## src/rtl/fnr_pkg.sv

```systemverilog
// Shared types and character constants for the formatted number recognizer.
package fnr_pkg;

   localparam logic [7:0] CHAR_COMMA   = 8'h2C;
   localparam logic [7:0] CHAR_DOT     = 8'h2E;
   localparam logic [7:0] CHAR_DOLLAR  = 8'h24;
   localparam logic [7:0] CHAR_PERCENT = 8'h25;
   localparam logic [7:0] CHAR_PLUS    = 8'h2B;
   localparam logic [7:0] CHAR_MINUS   = 8'h2D;
   localparam logic [7:0] CHAR_SPACE   = 8'h20;
   localparam logic [7:0] CHAR_TAB     = 8'h09;
   localparam logic [7:0] CHAR_CR      = 8'h0D;
   localparam logic [7:0] CHAR_NBSP    = 8'hA0;
   localparam logic [7:0] CHAR_ZERO    = 8'h30;
   localparam logic [7:0] CHAR_NINE    = 8'h39;

   typedef struct packed {
      logic [7:0] in_char;
      logic       last_char;
   } req_type;

   typedef struct packed {
      logic [7:0] out_char;
      logic       out_char_valid;
      logic       done_res;
      logic       accepted;
   } rsp_type;

endpackage

```

## src/rtl/fnr_core.sv

```systemverilog
// Grammar state machine: holds parse state and computes the result of one byte.
module fnr_core (
   input  logic             clock,
   input  logic             reset,
   input  logic             step,
   input  fnr_pkg::req_type req,
   output fnr_pkg::rsp_type rsp
);
   import fnr_pkg::*;

   typedef enum logic [3:0] {
      PH_LEAD    = 4'd0,
      PH_DOLLAR  = 4'd1,
      PH_SIGN    = 4'd2,
      PH_INT     = 4'd3,
      PH_GROUP   = 4'd4,
      PH_FRAC0   = 4'd5,
      PH_FRAC    = 4'd6,
      PH_TRAIL   = 4'd7,
      PH_PERCENT = 4'd8,
      PH_ERR     = 4'd9
   } phase_type;

   phase_type  phase_ff, phase_in;
   logic [2:0] count_ff, count_in;
   logic       dollar_ff, dollar_in;
   logic       trim_ff, trim_in;
   logic       emit;
   logic       final_ok;

   logic [7:0] c;
   logic       inner_ws, trim_ws, digit;

   assign c        = req.in_char;
   assign inner_ws = (c == CHAR_SPACE) || (c >= CHAR_TAB && c <= CHAR_CR);
   assign trim_ws  = inner_ws || (c == CHAR_NBSP);
   assign digit    = (c >= CHAR_ZERO) && (c <= CHAR_NINE);

   always_comb begin
      phase_in  = PH_ERR;
      count_in  = count_ff;
      dollar_in = dollar_ff;
      trim_in   = trim_ff;
      emit      = 1'b0;
      case (phase_ff)
         PH_LEAD, PH_DOLLAR: begin
            if ((phase_ff == PH_LEAD) ? trim_ws : inner_ws) begin
               phase_in = phase_ff;
            end else if (phase_ff == PH_LEAD && c == CHAR_DOLLAR) begin
               dollar_in = 1'b1;
               phase_in  = PH_DOLLAR;
            end else if (c == CHAR_PLUS || c == CHAR_MINUS) begin
               phase_in = PH_SIGN;
               emit     = 1'b1;
            end else if (digit) begin
               phase_in = PH_INT;
               count_in = 3'd1;
               emit     = 1'b1;
            end
         end
         PH_SIGN: begin
            if (inner_ws) begin
               phase_in = PH_SIGN;
               emit     = 1'b1;
            end else if (digit) begin
               phase_in = PH_INT;
               count_in = 3'd1;
               emit     = 1'b1;
            end
         end
         PH_INT, PH_GROUP, PH_FRAC: begin
            if (digit) begin
               if (phase_ff == PH_GROUP) begin
                  // a group holds exactly three digits
                  if (count_ff < 3'd3) begin
                     count_in = count_ff + 3'd1;
                     phase_in = PH_GROUP;
                     emit     = 1'b1;
                  end
               end else begin
                  // run length saturates at four
                  if (count_ff < 3'd4) count_in = count_ff + 3'd1;
                  phase_in = phase_ff;
                  emit     = 1'b1;
               end
            end else if (phase_ff == PH_GROUP && count_ff != 3'd3) begin
               phase_in = PH_ERR;
            end else if (c == CHAR_COMMA) begin
               if (phase_ff != PH_FRAC && count_ff <= 3'd3) begin
                  phase_in = PH_GROUP;
                  count_in = 3'd0;
               end
            end else if (c == CHAR_DOT) begin
               if (phase_ff != PH_FRAC) begin
                  phase_in = PH_FRAC0;
                  emit     = 1'b1;
               end
            end else if (trim_ws) begin
               phase_in = PH_TRAIL;
               trim_in  = (c == CHAR_NBSP);
            end else if (c == CHAR_PERCENT) begin
               if (!dollar_ff) phase_in = PH_PERCENT;
            end
         end
         PH_FRAC0: begin
            if (digit) begin
               phase_in = PH_FRAC;
               emit     = 1'b1;
            end
         end
         PH_TRAIL: begin
            if (trim_ws) begin
               phase_in = PH_TRAIL;
               if (c == CHAR_NBSP) trim_in = 1'b1;
            end else if (c == CHAR_PERCENT && !dollar_ff && !trim_ff) begin
               phase_in = PH_PERCENT;
            end
         end
         PH_PERCENT: begin
            if (trim_ws) phase_in = PH_PERCENT;
         end
         default: begin
            phase_in = PH_ERR;
         end
      endcase
   end

   always_comb begin
      case (phase_in)
         PH_INT, PH_FRAC, PH_TRAIL, PH_PERCENT: final_ok = 1'b1;
         PH_GROUP:                              final_ok = (count_in == 3'd3);
         default:                               final_ok = 1'b0;
      endcase
   end

   assign rsp.out_char       = emit ? c : 8'd0;
   assign rsp.out_char_valid = emit;
   assign rsp.done_res       = req.last_char;
   assign rsp.accepted       = req.last_char && final_ok;

   // the last byte of a string sends the machine back to its start state
   always_ff @(posedge clock) begin
      if (reset || (step && req.last_char)) begin
         phase_ff  <= PH_LEAD;
         count_ff  <= 3'd0;
         dollar_ff <= 1'b0;
         trim_ff   <= 1'b0;
      end else if (step) begin
         phase_ff  <= phase_in;
         count_ff  <= count_in;
         dollar_ff <= dollar_in;
         trim_ff   <= trim_in;
      end
   end

endmodule

```

## src/rtl/formatted_number_recognizer_unit.sv

```systemverilog
// Top level of the formatted number recognizer: stream ports and pipeline registers.
//
// Usage:
//   Bytes of a text string arrive on the req_ channel, one per transaction,
//   with req_tlast marking the final byte. Every request transaction yields
//   exactly one response transaction on the rsp_ channel. rsp_tdata carries
//   the byte when it belongs to the extracted number (commas are dropped),
//   rsp_tuser[0] flags that, rsp_tlast marks the response to the final byte
//   and rsp_tuser[1] gives the verdict with it.
//   A byte is taken into the input register; its response is then registered
//   in the response register. Throughput: one byte per cycle while rsp_tready
//   stays high; the parse step is a single state transition between the input register and the response register.
//   Reset (synchronous, active high) empties both registers and puts the
//   parser in its leading whitespace state. After each final byte the parser
//   returns to that state on its own.
//   When the receiver stalls, the response register holds its transaction,
//   the input register keeps one more byte, and req_tready then drops.
module formatted_number_recognizer_unit (
   input  logic       clock,
   input  logic       reset,
   input  logic       req_tvalid,
   output logic       req_tready,
   input  logic [7:0] req_tdata,   // [7:0] in_char
   input  logic       req_tlast,   // last_char
   output logic       rsp_tvalid,
   input  logic       rsp_tready,
   output logic [7:0] rsp_tdata,   // [7:0] out_char
   output logic [1:0] rsp_tuser,   // [0] out_char_valid, [1] accepted
   output logic       rsp_tlast    // done_res
);
   import fnr_pkg::*;

   // input register
   logic    s1_valid_ff, s1_valid_in;
   req_type s1_req_ff;
   // response register
   logic    s2_valid_ff, s2_valid_in;
   rsp_type s2_rsp_ff;
   rsp_type step_rsp;
   req_type req_now;

   logic s2_ready;
   logic s1_move;
   logic req_take;

   assign req_now.in_char   = req_tdata;
   assign req_now.last_char = req_tlast;

   assign s2_ready   = !s2_valid_ff || rsp_tready;
   assign s1_move    = s1_valid_ff && s2_ready;
   assign req_tready = !s1_valid_ff || s2_ready;
   assign req_take   = req_tvalid && req_tready;

   assign s1_valid_in = req_take || (s1_valid_ff && !s2_ready);
   assign s2_valid_in = s1_move || (s2_valid_ff && !rsp_tready);

   // parser state advances only when its byte moves into the response register
   fnr_core u_core (
      .clock (clock),
      .reset (reset),
      .step  (s1_move),
      .req   (s1_req_ff),
      .rsp   (step_rsp)
   );

   always_ff @(posedge clock) begin
      if (reset) begin
         s1_valid_ff <= 1'b0;
         s2_valid_ff <= 1'b0;
      end else begin
         s1_valid_ff <= s1_valid_in;
         s2_valid_ff <= s2_valid_in;
      end
   end

   always_ff @(posedge clock) begin
      if (req_take) s1_req_ff <= req_now;
      if (s1_move)  s2_rsp_ff <= step_rsp;
   end

   assign rsp_tvalid = s2_valid_ff;
   assign rsp_tdata  = s2_rsp_ff.out_char;
   assign rsp_tuser  = {s2_rsp_ff.accepted, s2_rsp_ff.out_char_valid};
   assign rsp_tlast  = s2_rsp_ff.done_res;

endmodule

```

## config.mk

```make
export PLATFORM = sky130hd
export DESIGN_NAME = formatted_number_recognizer_unit
export DESIGN_NICKNAME = d
export VERILOG_FILES = /design/src/rtl/fnr_pkg.sv /design/src/rtl/fnr_core.sv /design/src/rtl/formatted_number_recognizer_unit.sv
export SDC_FILE = /design/constraint.sdc
export NUM_CORES = 1
export LEC_CHECK = 0
export BUFFER_PORTS_ARGS = -buffer_cell sky130_fd_sc_hd__buf_2
export CAP_MARGIN = 0
export CORE_ASPECT_RATIO = 1.4
export CORE_MARGIN = 10
export CORE_UTILIZATION = 57
export DETAILED_ROUTE_END_ITERATION = 12
export MAX_ROUTING_LAYER = met4
export PLACE_DENSITY_LB_ADDON = 0.08
export SETUP_SLACK_MARGIN = 0.5
export SYNTH_ARGS = -nofsm -noshare
export SYNTH_HDL_FRONTEND = slang
export SYNTH_SLANG_ARGS = --single-unit
export TNS_END_PERCENT = 5
```

## constraint.sdc

```tcl
create_clock -name clock -period 3.85 [get_ports clock]
set_clock_uncertainty 0.2 [all_clocks]
set_input_delay 0.77 -clock clock [delete_from_list [all_inputs] [get_ports clock]]
set_output_delay 0.77 -clock clock [all_outputs]
set_load 0.02 [all_outputs]
```

Word-level counts from Yosys, hierarchy flattened
Cells that the tools add are included.

Output and inout bits: 13. Register bits: 31. Bits of input ports: 13. Word-level logic and storage cells: 143.

Multiplexer cells: 57. Add/subtract/negate cells: 1. Bitwise operators: 1. Reduce and logical (&&, ||, !) cells: 34. Eq/ne operators: 31. $lt $le $gt $ge: 7.

Operators with widths (count): two-way mux 4 bit (17); == test 8 x 6 -> 1 bit (second input constant) (7); two-way mux 3 bit (12); == test 4 x 3 -> 1 bit (second input constant) (7); one-hot mux 4 bit (6 select lines) (1); two-way mux 1 bit (23); logical AND 1 bit (13); == test 4 x 2 -> 1 bit (second input constant) (3); one-hot mux 3 bit (3 select lines) (1); AND reduction 9 bit (1); == test 4 bit (second input constant) (2); == test 8 bit (second input constant) (1); greater-or-equal comparator 8 x 4 -> 1 bit (second input constant) (1); greater-or-equal comparator 8 x 6 -> 1 bit (second input constant) (1); less-or-equal comparator 8 x 4 -> 1 bit (second input constant) (1); less-or-equal comparator 8 x 6 -> 1 bit (second input constant) (1); logical OR 1 bit (8); inequality test 2 bit (second input constant) (4); zero test 1 bit (6); inequality test 2 x 1 -> 1 bit (second input constant) (3); == test 4 x 1 -> 1 bit (second input constant) (1); zero test 4 bit (1); inequality test 4 x 3 -> 1 bit (second input constant) (1); one-hot mux 1 bit (2 select lines) (2); other kinds (13) (13).

Longest topological paths before layout
Depth after elaboration: 14. Gate-level depth with buffers: 9. Mapped depth without buffers: 8.

Cells and area by module
A second synthesis with hierarchy kept.

Cells, all modules: 201. Area, all modules: 2011.9 um^2.

By module, submodules not included: fnr_core (cells an instance 171, area each 1307.5 um^2, times used 1, sequential area each 180.2 um^2); formatted_number_recognizer_unit (cells an instance 30, area each 704.4 um^2, times used 1, sequential area each 640.6 um^2).

Worst setup path after synthesis
Ideal clock, no wire load.

Path kind: reg2reg. Start point: reg s1_req_ff[8] (netlist name). End point: reg s2_rsp_ff, in the netlist rsp_tuser[1], data pin. Clock period less this slack: 2.744 ns. Slack: 1.106 ns. Library setup time: 0.261 ns. Arrival: 2.283 ns. Cell stages (with the launch flop): 8. Required time: 3.389 ns. Path buffers: 0. Cell sequence: edfxtp_1 nor4b_4 or4b_1 a21oi_2 a221oi_2 a221o_1 or3_1 o311a_1.

RTL lines: from (decl) (line formatted_number_recognizer_unit.sv:35) `req_type s1_req_ff;`; from (signal assigned) (line formatted_number_recognizer_unit.sv:77) `if (req_take) s1_req_ff <= req_now;`; to (signal assigned) (line formatted_number_recognizer_unit.sv:78) `if (s1_move) s2_rsp_ff <= step_rsp;`; to (decl) (line formatted_number_recognizer_unit.sv:38) `rsp_type s2_rsp_ff;`.

==> impl_metrics.env <==
export IMPL_r2r_end="rsp_tuser[1]"
export IMPL_portBuffers=25
export IMPL_drc_errors=0
export IMPL_n_antenna_cell=0
export IMPL_cts_resized=0
export IMPL_setup_violations=0
export IMPL_dp_hpwl_mm=3.88
export IMPL_top_level_ports=26
export IMPL_syn_to_final_growth_pct=11.1
export IMPL_core_area_sq_um=3180
export IMPL_antenna_found_initial=0
export IMPL_register_area_sq_um=821
export IMPL_synth_top_area_share_pct=31.3
export IMPL_synth_seq_area_share_pct=42.8
export IMPL_powerDensity_nw_per_um2=328
export IMPL_cts_root_buffer_cell="clkbuf_8"
export IMPL_dieHeight_um=88.7
export IMPL_grtUsageTotal_pct=17.7
export IMPL_final_nets=243
export IMPL_post_dp_cell_area_sq_um=2050
export IMPL_htreeDepth=2
export IMPL_clk_pin_slew_ns=0.07
export IMPL_syn_area_per_cell_sq_um=9.36
export IMPL_worstHoldStart="u_core.dollar_ff"
export IMPL_grt_max_degree=19
export IMPL_fmax_mhz=324
export IMPL_cts_buffers=5
export IMPL_layout_drive_gt1_share_pct=18.0
export IMPL_vias=1782
export IMPL_stdcell_count=267
export IMPL_netlist_instances=205
export IMPL_drt_iter0_drc=133
export IMPL_setup_tns_final_ns=0
export IMPL_grt_pass1_wl_mm=8.59
export IMPL_rsz0062_at_grt="no"
export IMPL_r2r_slack_ns=0.77
export IMPL_worst_slew_pin_slew_ns=0.601
export IMPL_post_cts_buffers=0
export IMPL_dieArea_sq_um=6120
export IMPL_status="finished, final reports clean"
export IMPL_hold_end="u_core.dollar_ff"
export IMPL_viasPerCell=6.67
export IMPL_endpoint_kind="flop"
export IMPL_reg2reg_depth=7
export IMPL_ys_ff_latch=31
export IMPL_design_area_sq_um=2130
export IMPL_yosys_cell_types_count=57
export IMPL_multiInputGateArea_sq_um=1000
export IMPL_fp_dieW_um=69.0
export IMPL_min_period_over_period_pct=80.1
export IMPL_gp_congestion=0.918
export IMPL_hold_viol=0
export IMPL_min_path_cells=1
export IMPL_ys_async_sr_fraction_pct=0
export IMPL_r2r_start="s1_req_ff[8]"
export IMPL_critPathMaxFanout=7
export IMPL_worstPathRequired_ns=3.69
export IMPL_overflow=0
export IMPL_synth_edf_count=20
export IMPL_wirelength_mm=5.17
export IMPL_clock_latency_ns=0.29
export IMPL_ys_flop_type="edfxtp_1"
export IMPL_cts_hold_buf=0
export IMPL_cts_tree="yes"
export IMPL_min_period_ns=3.08
export IMPL_num_rows=24
export IMPL_crit_arrival_ns=2.93
export IMPL_dr_pass1_iters=5
export IMPL_fillCellCount=281
export IMPL_ir_drop_uv=309
export IMPL_cts_max_path_buffers=2
export IMPL_synthTopCellsByCount="edfxtp_1 (20), nor2_1 (20), o21ai_0 (15), a21oi_1 (13)"
export IMPL_slew_headroom_pct=59.4
export IMPL_wire_per_inst_um=19.4
export IMPL_ant_nets=0
export IMPL_slew_viol_final=0
export IMPL_leakage_nw=0.747
export IMPL_synth_area_sq_um=1920
export IMPL_fin_total_pwr_mw=0.699
export IMPL_worstSetupStartpointType="flop"
export IMPL_synth_largest_area_cell="edfxtp_1"
export IMPL_ys_warn_count=0
export IMPL_netlist_top_cells_area="edfxtp_1 (31%), dfxtp_1 (11%), nor2_1 (3.9%)"
export IMPL_max_cap_viol_count=0
export IMPL_cts_sinks=31
export IMPL_first_global_vias=1745
export IMPL_hold_class="flop to flop"
export IMPL_worstSetupPathType="flop to flop"
export IMPL_initial_core_util_pct=60.3
export IMPL_placed_cells=259
## layer usage
metal / global-route usage (%) / share of wire (%) / vias up
li1: - / - / 826
met4: 11.0 / 4.5 / 0
met2: 30.5 / 50 / 107
met5: - / 0 / -
met1: 17.8 / 38 / 827
met3: 4.48 / 7.5 / 22
## how the worst max path moves through the flow
| stage | start | to | cells after the start |
|---|---|---|---|
| after detailed placement | s1_req_ff[8] | rsp_tuser[1] | 7 |
| after CTS | s1_req_ff[8] | rsp_tuser[1] | 7 |
| after global placement | s1_req_ff[8] | rsp_tuser[1] | 7 |
| after global routing | u_core.phase_ff[2] | rsp_tuser[1] | 6 |
| final | s1_req_ff[8] | rsp_tuser[1] | 7 |
| after floorplan | s1_req_ff[8] | rsp_tuser[1] | 7 |
## where the power goes
group	switching (mW)	internal, mW	total [mW]	leakage, nW
sequential	0.0142	0.369	0.383	0.278
combinational	0.0444	0.0254	0.0699	0.428
clock	0.120	0.126	0.246	0.0412
## cells by family after synthesis
family / count (synthesis) / share of synthesized area [%]
AO/OA/AOI/OAI: 66 / 24.0
XOR/XNOR: 2 / 0.913
adder cells (fa/ha/maj): 3 / 1.96
buffers and inverters: 21 / 5.08
flip-flops: 31 / 42.8
multiplexers: 1 / 0.522
other: 1 / 0.195
AND/OR/NAND/NOR: 80 / 24.6
## state kept, by name (all words and copies together), names as in the netlist
register,count
u_core.dollar_ff,1
u_core.count_ff,3
u_core.phase_ff,4
s1_req_ff,9
rsp_tdata,8
u_core.trim_ff,1
rsp_tuser,2
rsp_tlast,1
rsp_tvalid,1
s1_valid_ff,1
## worst max-delay path, stage by stage, from the launching register on
cell	delay (ns)
edfxtp_1	0.50
nor4b_4	0.47
or4b_1	0.53
a21oi_2	0.23
a221oi_2	0.07
a221o_1	0.35
or3_1	0.36
o311a_1	0.12
## metrics by stage
step | hold slack [ns] | utilization [%] | setup slack (ns)
6_report | 0.275 | 67.0 | 0.768
2_1_floorplan | 0.241 | - | 1.11
3_5_place_dp | 0.263 | 64.3 | 0.819
3_3_place_gp | 0.250 | 64.3 | 0.817
4_1_cts | 0.280 | 67.0 | 0.798
5_1_grt | 0.291 | 67.0 | 0.648
## cell type report
cell class,instances,share of cell area (%)
Clock buffer,6,3.40
Clock inverter,2,0.587
Inverter,7,1.23
Multi-Input combinational cell,154,47.1
Sequential cell,31,38.5
Tap cell,39,2.29
Timing Repair Buffer,28,6.92
## cell usage in the layout (no fill, tap or decap), types with 6 or more instances in the layout
master,Yosys,final
a21oi_1,13,13
a22oi_1,7,7
and2_1,10,10
buf_2,1,25
dfxtp_1,11,11
edfxtp_1,20,20
inv_1,7,7
nand2_1,11,11
nor2_1,20,20
o21ai_0,15,15
or3_1,6,6
(Power assumes the default switching activity.)
